$ cat src/rtl/core/gwwl_pkg.sv
// ----------------------------------------------------------------------------
// gwwl_pkg
// Shared types, widths and codes of the greedy word-wrap layout block.
// ----------------------------------------------------------------------------
package gwwl_pkg;

    localparam int MAX_WORD = 32;
    localparam int IDX_W    = (MAX_WORD > 1) ? $clog2(MAX_WORD) : 1;
    localparam int CNT_W    = $clog2(MAX_WORD + 1);
    localparam int ADDR_W   = IDX_W + 1;
    localparam int NUM_REGS = 5;
    localparam int PADDR_W  = $clog2(NUM_REGS * 4);

    typedef logic [IDX_W-1:0]  idx_t;
    typedef logic [CNT_W-1:0]  cnt_t;
    typedef logic [ADDR_W-1:0] addr_t;
    typedef logic [17:0]       adv_t;
    typedef logic [23:0]       w24_t;
    typedef logic [24:0]       w25_t;

    localparam cnt_t WORD_FULL = cnt_t'(MAX_WORD);
    localparam w24_t MAX24     = 24'hFFFFFF;
    localparam w25_t MAXX      = 25'h1FFFFFF;
    localparam w25_t MINY      = 25'h1000000;

    typedef enum logic [1:0] {
        OP_LETTER  = 2'd0,
        OP_SPACE   = 2'd1,
        OP_NEWLINE = 2'd2,
        OP_END     = 2'd3
    } op_t;

    localparam logic [2:0] REG_BOX_WIDTH    = 3'd0;
    localparam logic [2:0] REG_TEXT_HEIGHT  = 3'd1;
    localparam logic [2:0] REG_LETTER_SPACE = 3'd2;
    localparam logic [2:0] REG_WORD_SPACE   = 3'd3;
    localparam logic [2:0] REG_LINE_SPACE   = 3'd4;

    typedef struct packed {
        logic [23:0] box_width;
        logic [15:0] text_height;
        logic [15:0] letter_space;
        logic [15:0] word_space;
        logic [15:0] line_space;
    } cfg_t;

    typedef struct packed {
        op_t  op;
        cnt_t count;
        w24_t width;
        logic lost;
        logic bank;
        logic flush;
    } cmd_t;

    typedef struct packed {
        logic [7:0] ch;
        adv_t       adv;
    } mem_word_t;

    typedef struct packed {
        logic      en;
        addr_t     addr;
        mem_word_t data;
    } mem_wr_t;

    typedef struct packed {
        logic valid;
        logic bank;
    } rel_t;

    typedef struct packed {
        logic        kind;
        logic [7:0]  ch;
        w24_t        pos_x;
        w25_t        pos_y;
        w24_t        box_height;
        logic        overflow;
        logic        last;
    } res_t;

endpackage

$ cat src/rtl/core/gwwl_cfg.sv
// ----------------------------------------------------------------------------
// gwwl_cfg
// Configuration register file behind an APB-style port.
// ----------------------------------------------------------------------------
module gwwl_cfg (
    input  logic                          clk,
    input  logic                          rst_n,
    input  logic                          psel,
    input  logic                          penable,
    input  logic                          pwrite,
    input  logic [gwwl_pkg::PADDR_W-1:0]  paddr,
    input  logic [31:0]                   pwdata,
    output logic [31:0]                   prdata,
    output logic                          pready,
    output gwwl_pkg::cfg_t                cfg
);

    gwwl_pkg::cfg_t cfg_reg;
    gwwl_pkg::cfg_t cfg_next;
    logic           wr_en;
    logic [2:0]     reg_idx;

    assign pready  = 1'b1;
    assign wr_en   = psel && penable && pwrite;
    assign reg_idx = paddr[4:2];
    assign cfg     = cfg_reg;

    always_comb
    begin
        cfg_next = cfg_reg;
        if (wr_en)
        begin
            case (reg_idx)
                gwwl_pkg::REG_BOX_WIDTH:    cfg_next.box_width    = pwdata[23:0];
                gwwl_pkg::REG_TEXT_HEIGHT:  cfg_next.text_height  = pwdata[15:0];
                gwwl_pkg::REG_LETTER_SPACE: cfg_next.letter_space = pwdata[15:0];
                gwwl_pkg::REG_WORD_SPACE:   cfg_next.word_space   = pwdata[15:0];
                gwwl_pkg::REG_LINE_SPACE:   cfg_next.line_space   = pwdata[15:0];
                default:                    cfg_next = cfg_reg;
            endcase
        end
    end

    always_comb
    begin
        case (reg_idx)
            gwwl_pkg::REG_BOX_WIDTH:    prdata = {8'd0, cfg_reg.box_width};
            gwwl_pkg::REG_TEXT_HEIGHT:  prdata = {16'd0, cfg_reg.text_height};
            gwwl_pkg::REG_LETTER_SPACE: prdata = {16'd0, cfg_reg.letter_space};
            gwwl_pkg::REG_WORD_SPACE:   prdata = {16'd0, cfg_reg.word_space};
            gwwl_pkg::REG_LINE_SPACE:   prdata = {16'd0, cfg_reg.line_space};
            default:                    prdata = 32'd0;
        endcase
    end

    always_ff @(posedge clk or negedge rst_n)
    begin
        if (!rst_n)
        begin
            cfg_reg.box_width    <= 24'd25600;
            cfg_reg.text_height  <= 16'd1280;
            cfg_reg.letter_space <= 16'd0;
            cfg_reg.word_space   <= 16'd0;
            cfg_reg.line_space   <= 16'd0;
        end
        else
        begin
            cfg_reg <= cfg_next;
        end
    end

endmodule

$ cat src/rtl/core/gwwl_front.sv
// ----------------------------------------------------------------------------
// gwwl_front
// Accepts items, scales letter widths, fills the word banks and queues
// one command per delimiter for the back end.
// ----------------------------------------------------------------------------
module gwwl_front (
    input  logic              clk,
    input  logic              rst_n,
    input  logic              push,
    input  logic [1:0]        op,
    input  logic [7:0]        char_code,
    input  logic [9:0]        glyph_width,
    output logic              full,
    input  logic [15:0]       text_height,
    input  logic [15:0]       letter_space,
    output logic              cmd_valid,
    output gwwl_pkg::cmd_t    cmd,
    input  logic              cmd_pop,
    input  gwwl_pkg::rel_t    rel,
    output gwwl_pkg::mem_wr_t mem_wr
);

    logic                  stg_valid_reg, stg_valid_next;
    gwwl_pkg::op_t         stg_op_reg;
    logic [7:0]            stg_char_reg;
    gwwl_pkg::adv_t        stg_adv_reg;

    gwwl_pkg::cnt_t        cnt_reg, cnt_next;
    gwwl_pkg::w24_t        total_reg, total_next;
    logic                  lost_reg, lost_next;
    logic                  bank_reg, bank_next;
    logic [1:0]            held_reg, held_next;
    logic                  prev_nl_reg, prev_nl_next;

    gwwl_pkg::cmd_t        q_mem_reg [0:1];
    logic                  q_wr_reg, q_wr_next;
    logic                  q_rd_reg, q_rd_next;
    logic [1:0]            q_cnt_reg, q_cnt_next;

    logic                  is_letter;
    logic                  q_full;
    logic                  stg_go;
    logic                  take;
    logic                  cmd_push;
    logic [25:0]           prod;
    logic [24:0]           sum_tot;
    logic [24:0]           sum_ww;
    gwwl_pkg::w24_t        tot_sat;
    gwwl_pkg::w24_t        ww_sp;
    gwwl_pkg::cmd_t        new_cmd;

    always_comb
    begin
        is_letter = (stg_op_reg == gwwl_pkg::OP_LETTER);
        q_full    = (q_cnt_reg == 2'd2);
        stg_go    = stg_valid_reg && (is_letter ? !held_reg[bank_reg] : !q_full);
        full      = stg_valid_reg && !stg_go;
        take      = push && !full;
        cmd_push  = stg_go && !is_letter;
        prod      = {16'd0, glyph_width} * {10'd0, text_height};

        sum_tot = {1'b0, total_reg} + {7'd0, stg_adv_reg};
        tot_sat = sum_tot[24] ? gwwl_pkg::MAX24 : sum_tot[23:0];
        sum_ww  = {1'b0, total_reg} + {9'd0, letter_space};
        ww_sp   = sum_ww[24] ? gwwl_pkg::MAX24 : sum_ww[23:0];

        new_cmd.op    = stg_op_reg;
        new_cmd.count = cnt_reg;
        new_cmd.width = (stg_op_reg == gwwl_pkg::OP_SPACE) ? ww_sp : total_reg;
        new_cmd.lost  = lost_reg;
        new_cmd.bank  = bank_reg;
        new_cmd.flush = (stg_op_reg == gwwl_pkg::OP_END) ? !prev_nl_reg : 1'b1;

        mem_wr.en        = 1'b0;
        mem_wr.addr      = {bank_reg, cnt_reg[gwwl_pkg::IDX_W-1:0]};
        mem_wr.data.ch   = stg_char_reg;
        mem_wr.data.adv  = stg_adv_reg;

        stg_valid_next = take || (stg_valid_reg && !stg_go);
        cnt_next       = cnt_reg;
        total_next     = total_reg;
        lost_next      = lost_reg;
        bank_next      = bank_reg;
        prev_nl_next   = prev_nl_reg;
        held_next      = held_reg;

        if (rel.valid)
        begin
            held_next[rel.bank] = 1'b0;
        end

        if (stg_go)
        begin
            if (is_letter)
            begin
                if (cnt_reg < gwwl_pkg::WORD_FULL)
                begin
                    mem_wr.en  = 1'b1;
                    cnt_next   = cnt_reg + gwwl_pkg::cnt_t'(1);
                    total_next = tot_sat;
                end
                else
                begin
                    lost_next = 1'b1;
                end
                prev_nl_next = 1'b0;
            end
            else
            begin
                cnt_next     = '0;
                total_next   = '0;
                lost_next    = 1'b0;
                prev_nl_next = (stg_op_reg == gwwl_pkg::OP_NEWLINE);
                if (cnt_reg != '0)
                begin
                    held_next[bank_reg] = 1'b1;
                    bank_next           = !bank_reg;
                end
            end
        end

        q_wr_next  = cmd_push ? !q_wr_reg : q_wr_reg;
        q_rd_next  = cmd_pop ? !q_rd_reg : q_rd_reg;
        q_cnt_next = q_cnt_reg + {1'b0, cmd_push} - {1'b0, cmd_pop};

        cmd_valid = (q_cnt_reg != 2'd0);
        cmd       = q_mem_reg[q_rd_reg];
    end

    always_ff @(posedge clk)
    begin
        if (take)
        begin
            stg_op_reg   <= gwwl_pkg::op_t'(op);
            stg_char_reg <= char_code;
            stg_adv_reg  <= prod[25:8];
        end
        if (cmd_push)
        begin
            q_mem_reg[q_wr_reg] <= new_cmd;
        end
    end

    always_ff @(posedge clk or negedge rst_n)
    begin
        if (!rst_n)
        begin
            stg_valid_reg <= 1'b0;
            cnt_reg       <= '0;
            total_reg     <= '0;
            lost_reg      <= 1'b0;
            bank_reg      <= 1'b0;
            held_reg      <= 2'b00;
            prev_nl_reg   <= 1'b0;
            q_wr_reg      <= 1'b0;
            q_rd_reg      <= 1'b0;
            q_cnt_reg     <= 2'd0;
        end
        else
        begin
            stg_valid_reg <= stg_valid_next;
            cnt_reg       <= cnt_next;
            total_reg     <= total_next;
            lost_reg      <= lost_next;
            bank_reg      <= bank_next;
            held_reg      <= held_next;
            prev_nl_reg   <= prev_nl_next;
            q_wr_reg      <= q_wr_next;
            q_rd_reg      <= q_rd_next;
            q_cnt_reg     <= q_cnt_next;
        end
    end

endmodule

$ cat src/rtl/core/gwwl_back.sv
// ----------------------------------------------------------------------------
// gwwl_back
// Owns the cursor and the word banks; wraps, places letters, applies the
// delimiter and queues results for the output side.
// ----------------------------------------------------------------------------
module gwwl_back (
    input  logic              clk,
    input  logic              rst_n,
    input  gwwl_pkg::cfg_t    cfg,
    input  logic              cmd_valid,
    input  gwwl_pkg::cmd_t    cmd,
    output logic              cmd_pop,
    output gwwl_pkg::rel_t    rel,
    input  gwwl_pkg::mem_wr_t mem_wr,
    output gwwl_pkg::res_t    res,
    output logic              empty,
    input  logic              pop
);

    typedef enum logic [5:0] {
        S_IDLE  = 6'b000001,
        S_WRAP  = 6'b000010,
        S_READ  = 6'b000100,
        S_PLACE = 6'b001000,
        S_POST  = 6'b010000,
        S_FIN   = 6'b100000
    } state_t;

    state_t                 state_reg, state_next;
    gwwl_pkg::cmd_t         cmd_reg, cmd_next;
    gwwl_pkg::idx_t         idx_reg, idx_next;
    gwwl_pkg::w25_t         x_reg, x_next;
    gwwl_pkg::w25_t         y_reg, y_next;

    gwwl_pkg::mem_word_t    mem [0:(2**gwwl_pkg::ADDR_W)-1];
    gwwl_pkg::mem_word_t    rd_data_reg;
    gwwl_pkg::addr_t        rd_addr;

    gwwl_pkg::res_t         rq_mem_reg [0:1];
    logic                   rq_wr_reg, rq_wr_next;
    logic                   rq_rd_reg, rq_rd_next;
    logic [1:0]             rq_cnt_reg, rq_cnt_next;
    logic                   rq_full;
    logic                   rq_push;
    logic                   rq_pop;
    gwwl_pkg::res_t         rq_in;

    logic [16:0]            pitch;
    logic [25:0]            y_nl_wide;
    gwwl_pkg::w25_t         y_nl;
    logic [25:0]            xw;
    logic                   wrap;
    logic [18:0]            step;
    logic [25:0]            xs;
    gwwl_pkg::w25_t         x_adv;
    logic [25:0]            xsp;
    gwwl_pkg::w25_t         x_sp;
    gwwl_pkg::w24_t         px;
    gwwl_pkg::w25_t         neg_y;
    gwwl_pkg::w24_t         height;
    logic                   last_letter;

    always_comb
    begin
        pitch     = {1'b0, cfg.text_height} + {1'b0, cfg.line_space};
        y_nl_wide = {y_reg[24], y_reg} - {9'd0, pitch};
        y_nl      = (y_nl_wide[25] != y_nl_wide[24]) ? gwwl_pkg::MINY : y_nl_wide[24:0];

        xw   = {1'b0, x_reg} + {2'd0, cmd_reg.width};
        wrap = (xw > {2'd0, cfg.box_width}) && (cmd_reg.width <= cfg.box_width);

        step  = {1'b0, rd_data_reg.adv} + {3'd0, cfg.letter_space};
        xs    = {1'b0, x_reg} + {7'd0, step};
        x_adv = xs[25] ? gwwl_pkg::MAXX : xs[24:0];
        xsp   = {1'b0, x_reg} + {10'd0, cfg.word_space};
        x_sp  = xsp[25] ? gwwl_pkg::MAXX : xsp[24:0];
        px    = x_reg[24] ? gwwl_pkg::MAX24 : x_reg[23:0];

        neg_y  = 25'd0 - y_reg;
        height = neg_y[24] ? gwwl_pkg::MAX24 : neg_y[23:0];

        last_letter = ((gwwl_pkg::cnt_t'(idx_reg) + gwwl_pkg::cnt_t'(1)) == cmd_reg.count);
        rd_addr     = {cmd_reg.bank, idx_reg};
        rq_full     = (rq_cnt_reg == 2'd2);
    end

    always_comb
    begin
        state_next = state_reg;
        cmd_next   = cmd_reg;
        idx_next   = idx_reg;
        x_next     = x_reg;
        y_next     = y_reg;
        cmd_pop    = 1'b0;
        rel.valid  = 1'b0;
        rel.bank   = cmd_reg.bank;
        rq_push    = 1'b0;

        rq_in.kind       = 1'b0;
        rq_in.ch         = rd_data_reg.ch;
        rq_in.pos_x      = px;
        rq_in.pos_y      = y_reg;
        rq_in.box_height = '0;
        rq_in.overflow   = cmd_reg.lost;
        rq_in.last       = last_letter && (cmd_reg.op != gwwl_pkg::OP_END);

        unique case (state_reg)
            S_IDLE:
            begin
                if (cmd_valid)
                begin
                    cmd_next   = cmd;
                    cmd_pop    = 1'b1;
                    state_next = S_WRAP;
                end
            end
            S_WRAP:
            begin
                idx_next = '0;
                if ((cmd_reg.op == gwwl_pkg::OP_END) && !cmd_reg.flush)
                begin
                    state_next = S_FIN;
                end
                else
                begin
                    if (wrap)
                    begin
                        x_next = '0;
                        y_next = y_nl;
                    end
                    state_next = (cmd_reg.count != '0) ? S_READ : S_POST;
                end
            end
            S_READ:
            begin
                state_next = S_PLACE;
            end
            S_PLACE:
            begin
                if (!rq_full)
                begin
                    rq_push    = 1'b1;
                    x_next     = x_adv;
                    idx_next   = idx_reg + gwwl_pkg::idx_t'(1);
                    state_next = last_letter ? S_POST : S_READ;
                end
            end
            S_POST:
            begin
                rel.valid = (cmd_reg.count != '0);
                unique case (cmd_reg.op)
                    gwwl_pkg::OP_SPACE:
                    begin
                        x_next = x_sp;
                    end
                    gwwl_pkg::OP_NEWLINE, gwwl_pkg::OP_END:
                    begin
                        x_next = '0;
                        y_next = y_nl;
                    end
                    default:
                    begin
                        x_next = x_reg;
                    end
                endcase
                state_next = (cmd_reg.op == gwwl_pkg::OP_END) ? S_FIN : S_IDLE;
            end
            S_FIN:
            begin
                rq_in.kind       = 1'b1;
                rq_in.ch         = '0;
                rq_in.pos_x      = '0;
                rq_in.pos_y      = '0;
                rq_in.box_height = height;
                rq_in.overflow   = 1'b0;
                rq_in.last       = 1'b1;
                if (!rq_full)
                begin
                    rq_push    = 1'b1;
                    x_next     = '0;
                    y_next     = '0;
                    state_next = S_IDLE;
                end
            end
            default:
            begin
                state_next = S_IDLE;
            end
        endcase
    end

    always_comb
    begin
        empty       = (rq_cnt_reg == 2'd0);
        rq_pop      = pop && !empty;
        res         = rq_mem_reg[rq_rd_reg];
        rq_wr_next  = rq_push ? !rq_wr_reg : rq_wr_reg;
        rq_rd_next  = rq_pop ? !rq_rd_reg : rq_rd_reg;
        rq_cnt_next = rq_cnt_reg + {1'b0, rq_push} - {1'b0, rq_pop};
    end

    always_ff @(posedge clk)
    begin
        if (mem_wr.en)
        begin
            mem[mem_wr.addr] <= mem_wr.data;
        end
        rd_data_reg <= mem[rd_addr];
        if (rq_push)
        begin
            rq_mem_reg[rq_wr_reg] <= rq_in;
        end
        cmd_reg <= cmd_next;
        idx_reg <= idx_next;
    end

    always_ff @(posedge clk or negedge rst_n)
    begin
        if (!rst_n)
        begin
            state_reg  <= S_IDLE;
            x_reg      <= '0;
            y_reg      <= '0;
            rq_wr_reg  <= 1'b0;
            rq_rd_reg  <= 1'b0;
            rq_cnt_reg <= 2'd0;
        end
        else
        begin
            state_reg  <= state_next;
            x_reg      <= x_next;
            y_reg      <= y_next;
            rq_wr_reg  <= rq_wr_next;
            rq_rd_reg  <= rq_rd_next;
            rq_cnt_reg <= rq_cnt_next;
        end
    end

endmodule

$ cat src/rtl/core/greedy_word_wrap_layout.sv
// ----------------------------------------------------------------------------
// greedy_word_wrap_layout
// Greedy word-wrap layout of a text stream, Q16.8 fixed point.
//
//   channel   direction   handshake          payload
//   input     in          push / full        op, char_code, glyph_width
//   result    out         empty / pop        kind, out_char, pos_x, pos_y,
//                                            box_height, overflow, last
//   config    in          APB psel/penable   paddr, pwdata, prdata
//
// The front end stages a letter (width multiply), then writes it to its bank.
// The back end passes a delimiter through idle, wrap and post; each placed
// letter is read from its bank, then placed once the result queue has room;
// an end-of-text result adds fin, entered from wrap right after a newline.
// Two word banks let the front fill one word while the back places the other;
// a 2-deep command queue and a 2-deep result queue decouple both sides.
// Reset is asynchronous and needs no clearing pass.
// ----------------------------------------------------------------------------
module greedy_word_wrap_layout (
    input  logic                         clk,
    input  logic                         rst_n,
    input  logic                         push,
    output logic                         full,
    input  logic [1:0]                   op,
    input  logic [7:0]                   char_code,
    input  logic [9:0]                   glyph_width,
    output logic                         empty,
    input  logic                         pop,
    output logic                         kind,
    output logic [7:0]                   out_char,
    output logic [23:0]                  pos_x,
    output logic signed [24:0]           pos_y,
    output logic [23:0]                  box_height,
    output logic                         overflow,
    output logic                         last,
    input  logic                         psel,
    input  logic                         penable,
    input  logic                         pwrite,
    input  logic [gwwl_pkg::PADDR_W-1:0] paddr,
    input  logic [31:0]                  pwdata,
    output logic [31:0]                  prdata,
    output logic                         pready
);

    gwwl_pkg::cfg_t    cfg;
    logic              cmd_valid;
    gwwl_pkg::cmd_t    cmd;
    logic              cmd_pop;
    gwwl_pkg::rel_t    rel;
    gwwl_pkg::mem_wr_t mem_wr;
    gwwl_pkg::res_t    res;

    gwwl_cfg u_cfg (
        .clk     (clk),
        .rst_n   (rst_n),
        .psel    (psel),
        .penable (penable),
        .pwrite  (pwrite),
        .paddr   (paddr),
        .pwdata  (pwdata),
        .prdata  (prdata),
        .pready  (pready),
        .cfg     (cfg)
    );

    gwwl_front u_front (
        .clk          (clk),
        .rst_n        (rst_n),
        .push         (push),
        .op           (op),
        .char_code    (char_code),
        .glyph_width  (glyph_width),
        .full         (full),
        .text_height  (cfg.text_height),
        .letter_space (cfg.letter_space),
        .cmd_valid    (cmd_valid),
        .cmd          (cmd),
        .cmd_pop      (cmd_pop),
        .rel          (rel),
        .mem_wr       (mem_wr)
    );

    gwwl_back u_back (
        .clk       (clk),
        .rst_n     (rst_n),
        .cfg       (cfg),
        .cmd_valid (cmd_valid),
        .cmd       (cmd),
        .cmd_pop   (cmd_pop),
        .rel       (rel),
        .mem_wr    (mem_wr),
        .res       (res),
        .empty     (empty),
        .pop       (pop)
    );

    assign kind       = res.kind;
    assign out_char   = res.ch;
    assign pos_x      = res.pos_x;
    assign pos_y      = $signed(res.pos_y);
    assign box_height = res.box_height;
    assign overflow   = res.overflow;
    assign last       = res.last;

endmodule
$ cat config.mk
export PLATFORM = sky130hd
export DESIGN_NAME = greedy_word_wrap_layout
export DESIGN_NICKNAME = d
export VERILOG_FILES = /design/src/rtl/core/gwwl_pkg.sv /design/src/rtl/core/gwwl_cfg.sv /design/src/rtl/core/gwwl_front.sv /design/src/rtl/core/gwwl_back.sv /design/src/rtl/core/greedy_word_wrap_layout.sv
export SDC_FILE = /design/constraint.sdc
export NUM_CORES = 2
export LEC_CHECK = 0
export BUFFER_PORTS_ARGS = -buffer_cell sky130_fd_sc_hd__buf_2
export CAP_MARGIN = 20
export CORE_MARGIN = 5
export CORE_UTILIZATION = 65
export CTS_CLUSTER_SIZE = 40
export DETAILED_ROUTE_END_ITERATION = 16
export GPL_TIMING_DRIVEN = 0
export HOLD_SLACK_MARGIN = 0.03
export PLACE_DENSITY = 0.86
export SLEW_MARGIN = 0
export SYNTH_ARGS = -nofsm -noshare
export SYNTH_HDL_FRONTEND = slang
export SYNTH_SLANG_ARGS = --single-unit
export TNS_END_PERCENT = 5
$ cat constraint.sdc
create_clock -name clk -period 11.5 [get_ports clk]
set_input_delay 1.15 -clock clk [delete_from_list [all_inputs] [get_ports clk]]
set_output_delay 1.15 -clock clk [all_outputs]
set_load 0.005 [all_outputs]
==> summary.md <==
| Metric | Value |
|---|---|
| Vias | `59680` |
| Slew HR | `6.732%` |
| # clock sinks | `2184` |
| Vias per inst | `7.303` |
| Largest register FFs | `1664` |
| WHS | `0.2414 ns` |
| Post-CTS sizing | `0` |
| Core Area | `0.1478 mm²` |
| Max Clock Freq | `144.1 MHz` |
| Syn. warnings | `0` |
| Starting Density | `65.44%` |
| Max-Cap Viols | `0` |
| Drt pass-1 iters | `12` |
| Crit end category | `register` |
| Synth Instances | `5539` |
| Drt total wl | `314500 µm` |
| CTS tree | `yes` |
| Synthesized area | `0.09675 mm²` |
| Die width | `395.8 µm` |
| GP Congestion | `0.9362` |
| Worst skew pair latency | `0.89 ns` |
| # fillers | `7832` |
| DR iter-0 viols | `9484` |
| First-pass GRT wire length | `434100 µm` |
| Clock skew | `0.06238 ns` |
| Max-slew violation count | `0` |
| Pin count of the biggest net entering global routing | `121` |
| Die area | `0.1567 mm²` |
| Non-filler instance count after layout | `8172` |
| Placed Cells | `7736` |
| Worst Path Max Fanout | `10` |
| Synthesized area per cell | `17.47 µm²` |
| Async SR Flop Fraction | `8.608%` |
| Seq/Total Area, Yosys | `66.55%` |
| CP Data Required Time | `12.08 ns` |
| Endpoints failing hold | `0` |
| CP startpoint kind | `register` |
| Initial antenna violation count | `38` |
| Worst-Margin Slew | `1.399 ns` |
| Hold Crit Class | `in2async` |
| Clock buffer count from CTS | `205` |
| Main synth FF type | `edfxtp_1` |
| ANT nets after route | `0` |
| Final period util | `60.34%` |
| Synth cell types | `91` |
| Status | `finished clean` |
| Leak pwr | `0.03852 µW` |
| Area of the multi-input gates | `0.03099 mm²` |
| Setup TNS | `0 ns` |
| Final #Nets | `6475` |
| Setup violators final | `0` |
| GRT overflow | `0` |
| Row count | `141` |
| RSZ-0062 raised after global routing | `false` |
| Vias in the first global route | `59080` |
| Layout Utilization | `74.47%` |
| CTS clk-pin slew, worst paths | `0.06 ns` |
| Post-synth EDFFs | `1970` |
| Tmin final | `6.939 ns` |
| Kind of critical path | `reg2reg` |
| Detailed Place HPWL | `197100 µm` |
| Number of H-tree levels | `4` |
| Sequential Area | `0.06439 mm²` |
| Total Power | `26350 µW` |
| PwrDens | `239.3 mW/mm²` |
| Buffer count from post-CTS setup fixing | `0` |
| Peak VDD IR | `224.9 µV` |
| Crit path DAT | `7.52 ns` |
| Yosys reg bits | `2184` |
| WL/cell | `38.49 µm` |
| # DRC | `0` |
| IO Port Bufs | `163` |
| Total track usage | `39.45%` |
| Layout cell share with drive strength beyond 1 | `23.87%` |
| Root Buffer | `clkbuf_16` |
| P&R area growth vs syn | `13.80%` |
| Die Ht | `395.8 µm` |
| Num ports | `183` |
| Longest Clk Path Bufs | `3` |
| Cts hold-fix bufs | `0` |
through the flow:
| step | worst slack (ns) | instance area (µm²) |
|---|---|---|
| global placement | 3.382 | 100000 |
| CTS | 4.594 | 109600 |
| finish | 4.561 | 110100 |
| global route | 4.299 | 110100 |
| floorplan | 5.153 | 96780 |
| detailed placement | 4.049 | 102900 |
metal layers:
metal / vias to the layer above / wire (µm) / GRT usage (%)
met5: - / 241 / 0.1847
met3: 1558 / 38680 / 10.70
met2: 5728 / 148900 / 62.72
li1: 22900 / - / -
met4: 24 / 32300 / 30.03
met1: 29470 / 94390 / 46.28
critical path: stages (launching register included):
cell	delay, ns
dfstp_2	0.58
clkbuf_1	0.47
nand2_1	0.20
fa_1	0.56
inv_1	0.06
fa_1	0.58
fa_1	0.44
fa_1	0.50
inv_1	0.05
fa_1	0.49
inv_1	0.05
ha_1	0.30
o21a_1	0.14
o21ai_0	0.10
a2111o_1	0.40
a21o_1	0.22
a211oi_1	0.66
o31ai_1	0.28
o21bai_1	0.31
a21oi_1	0.14
xnor2_1	0.13
synth_stat cells, types with 14 or more instances:
| cell type | instances | area, µm² |
|---|---|---|
| nand4_1 | 31 | 193.9 |
| a21oi_1 | 154 | 770.7 |
| xor2_1 | 46 | 402.9 |
| and3_1 | 15 | 93.84 |
| o211ai_1 | 21 | 157.7 |
| xnor2_1 | 101 | 884.6 |
| nor3_1 | 46 | 230.2 |
| and2_1 | 127 | 794.5 |
| a221o_1 | 17 | 170.2 |
| mux2i_1 | 17 | 170.2 |
| a21o_1 | 39 | 292.8 |
| buf_1 | 26 | 97.59 |
| nand2_1 | 254 | 953.4 |
| a22oi_1 | 14 | 105.1 |
| a31oi_1 | 34 | 212.7 |
| or3_1 | 19 | 118.9 |
| a211oi_1 | 34 | 255.2 |
| o21ai_0 | 182 | 910.9 |
| mux4_2 | 546 | 12300 |
| dfrtp_1 | 182 | 4554 |
| edfxtp_1 | 1970 | 59160 |
| o21a_1 | 46 | 345.3 |
| clkbuf_1 | 169 | 634.4 |
| nor2b_1 | 25 | 156.4 |
| nand3_1 | 58 | 290.3 |
| buf_2 | 48 | 240.2 |
| o31ai_1 | 31 | 232.7 |
| fa_1 | 132 | 2643 |
| ha_1 | 243 | 3040 |
| o21bai_1 | 16 | 120.1 |
| mux2_2 | 192 | 2162 |
| inv_1 | 212 | 795.8 |
| nor2_1 | 275 | 1032 |
| dfxtp_1 | 26 | 520.5 |
| nand2b_1 | 24 | 150.1 |
area by class of cell:
| class | instances | share of cell area, % |
|---|---|---|
| diodes | 28 | 0.06364 |
| repair buffers | 283 | 3.252 |
| flip-flops and latches | 2184 | 58.48 |
| inverters | 212 | 0.7227 |
| well taps | 1930 | 2.193 |
| multi-input cells | 2894 | 28.15 |
| clock buffers | 257 | 4.948 |
| plain buffers | 256 | 0.9864 |
| clock inverters | 128 | 1.202 |
cells in the final DEF, fill, tap and decap left out, drive strengths merged, types with 58 or more instances in the layout:
master and instances:
ha 243, clkinv 92, dfrtp 182, edfxtp 1970, o21ai 189, fa 132
xnor2 101, nand2 255, inv 218, clkbuf 427, a21oi 155, nor2 276
buf 369, nand3 58, mux2 197, and2 127, mux4 546
kinds of logic (layout without fill, tap and decap cells):
group,after synthesis,count (layout),synth area share (%)
xor gates and xnor gates,147,147,1.331
buffers and inverters,468,1136,1.945
other,2,37,0.007762
adders and majority gates,375,375,5.874
muxes,760,760,15.20
DFF,2184,2184,66.55
and+or+nand+nor,917,917,4.484
AOI/OAI and AO/OA,686,686,4.610
where the power goes:
part	internal, µW	switching, µW
registers	9920	646
logic	3420	5300
clock network	3850	3210
path summary, 6_finish.rpt:
kind                                      from                 endpoint  slack (ns)  cells past startpoint
setup / recovery                 u_cfg.cfg[58]  u_front.stg_adv_reg[17]        4.56                     20
max in group asynchronous                rst_n            u_cfg.cfg[25]       10.16                      2
min in group clk                  char_code[4]  u_front.stg_char_reg[4]        0.47                      1
setup reg to reg                 u_cfg.cfg[58]  u_front.stg_adv_reg[17]        4.56                     20
hold reg to reg            u_front.prev_nl_reg      u_front.prev_nl_reg        0.49                      2
hold / removal                           rst_n            u_cfg.cfg[83]        0.24                      1
Note: power is estimated with default switching activity, not from simulation.
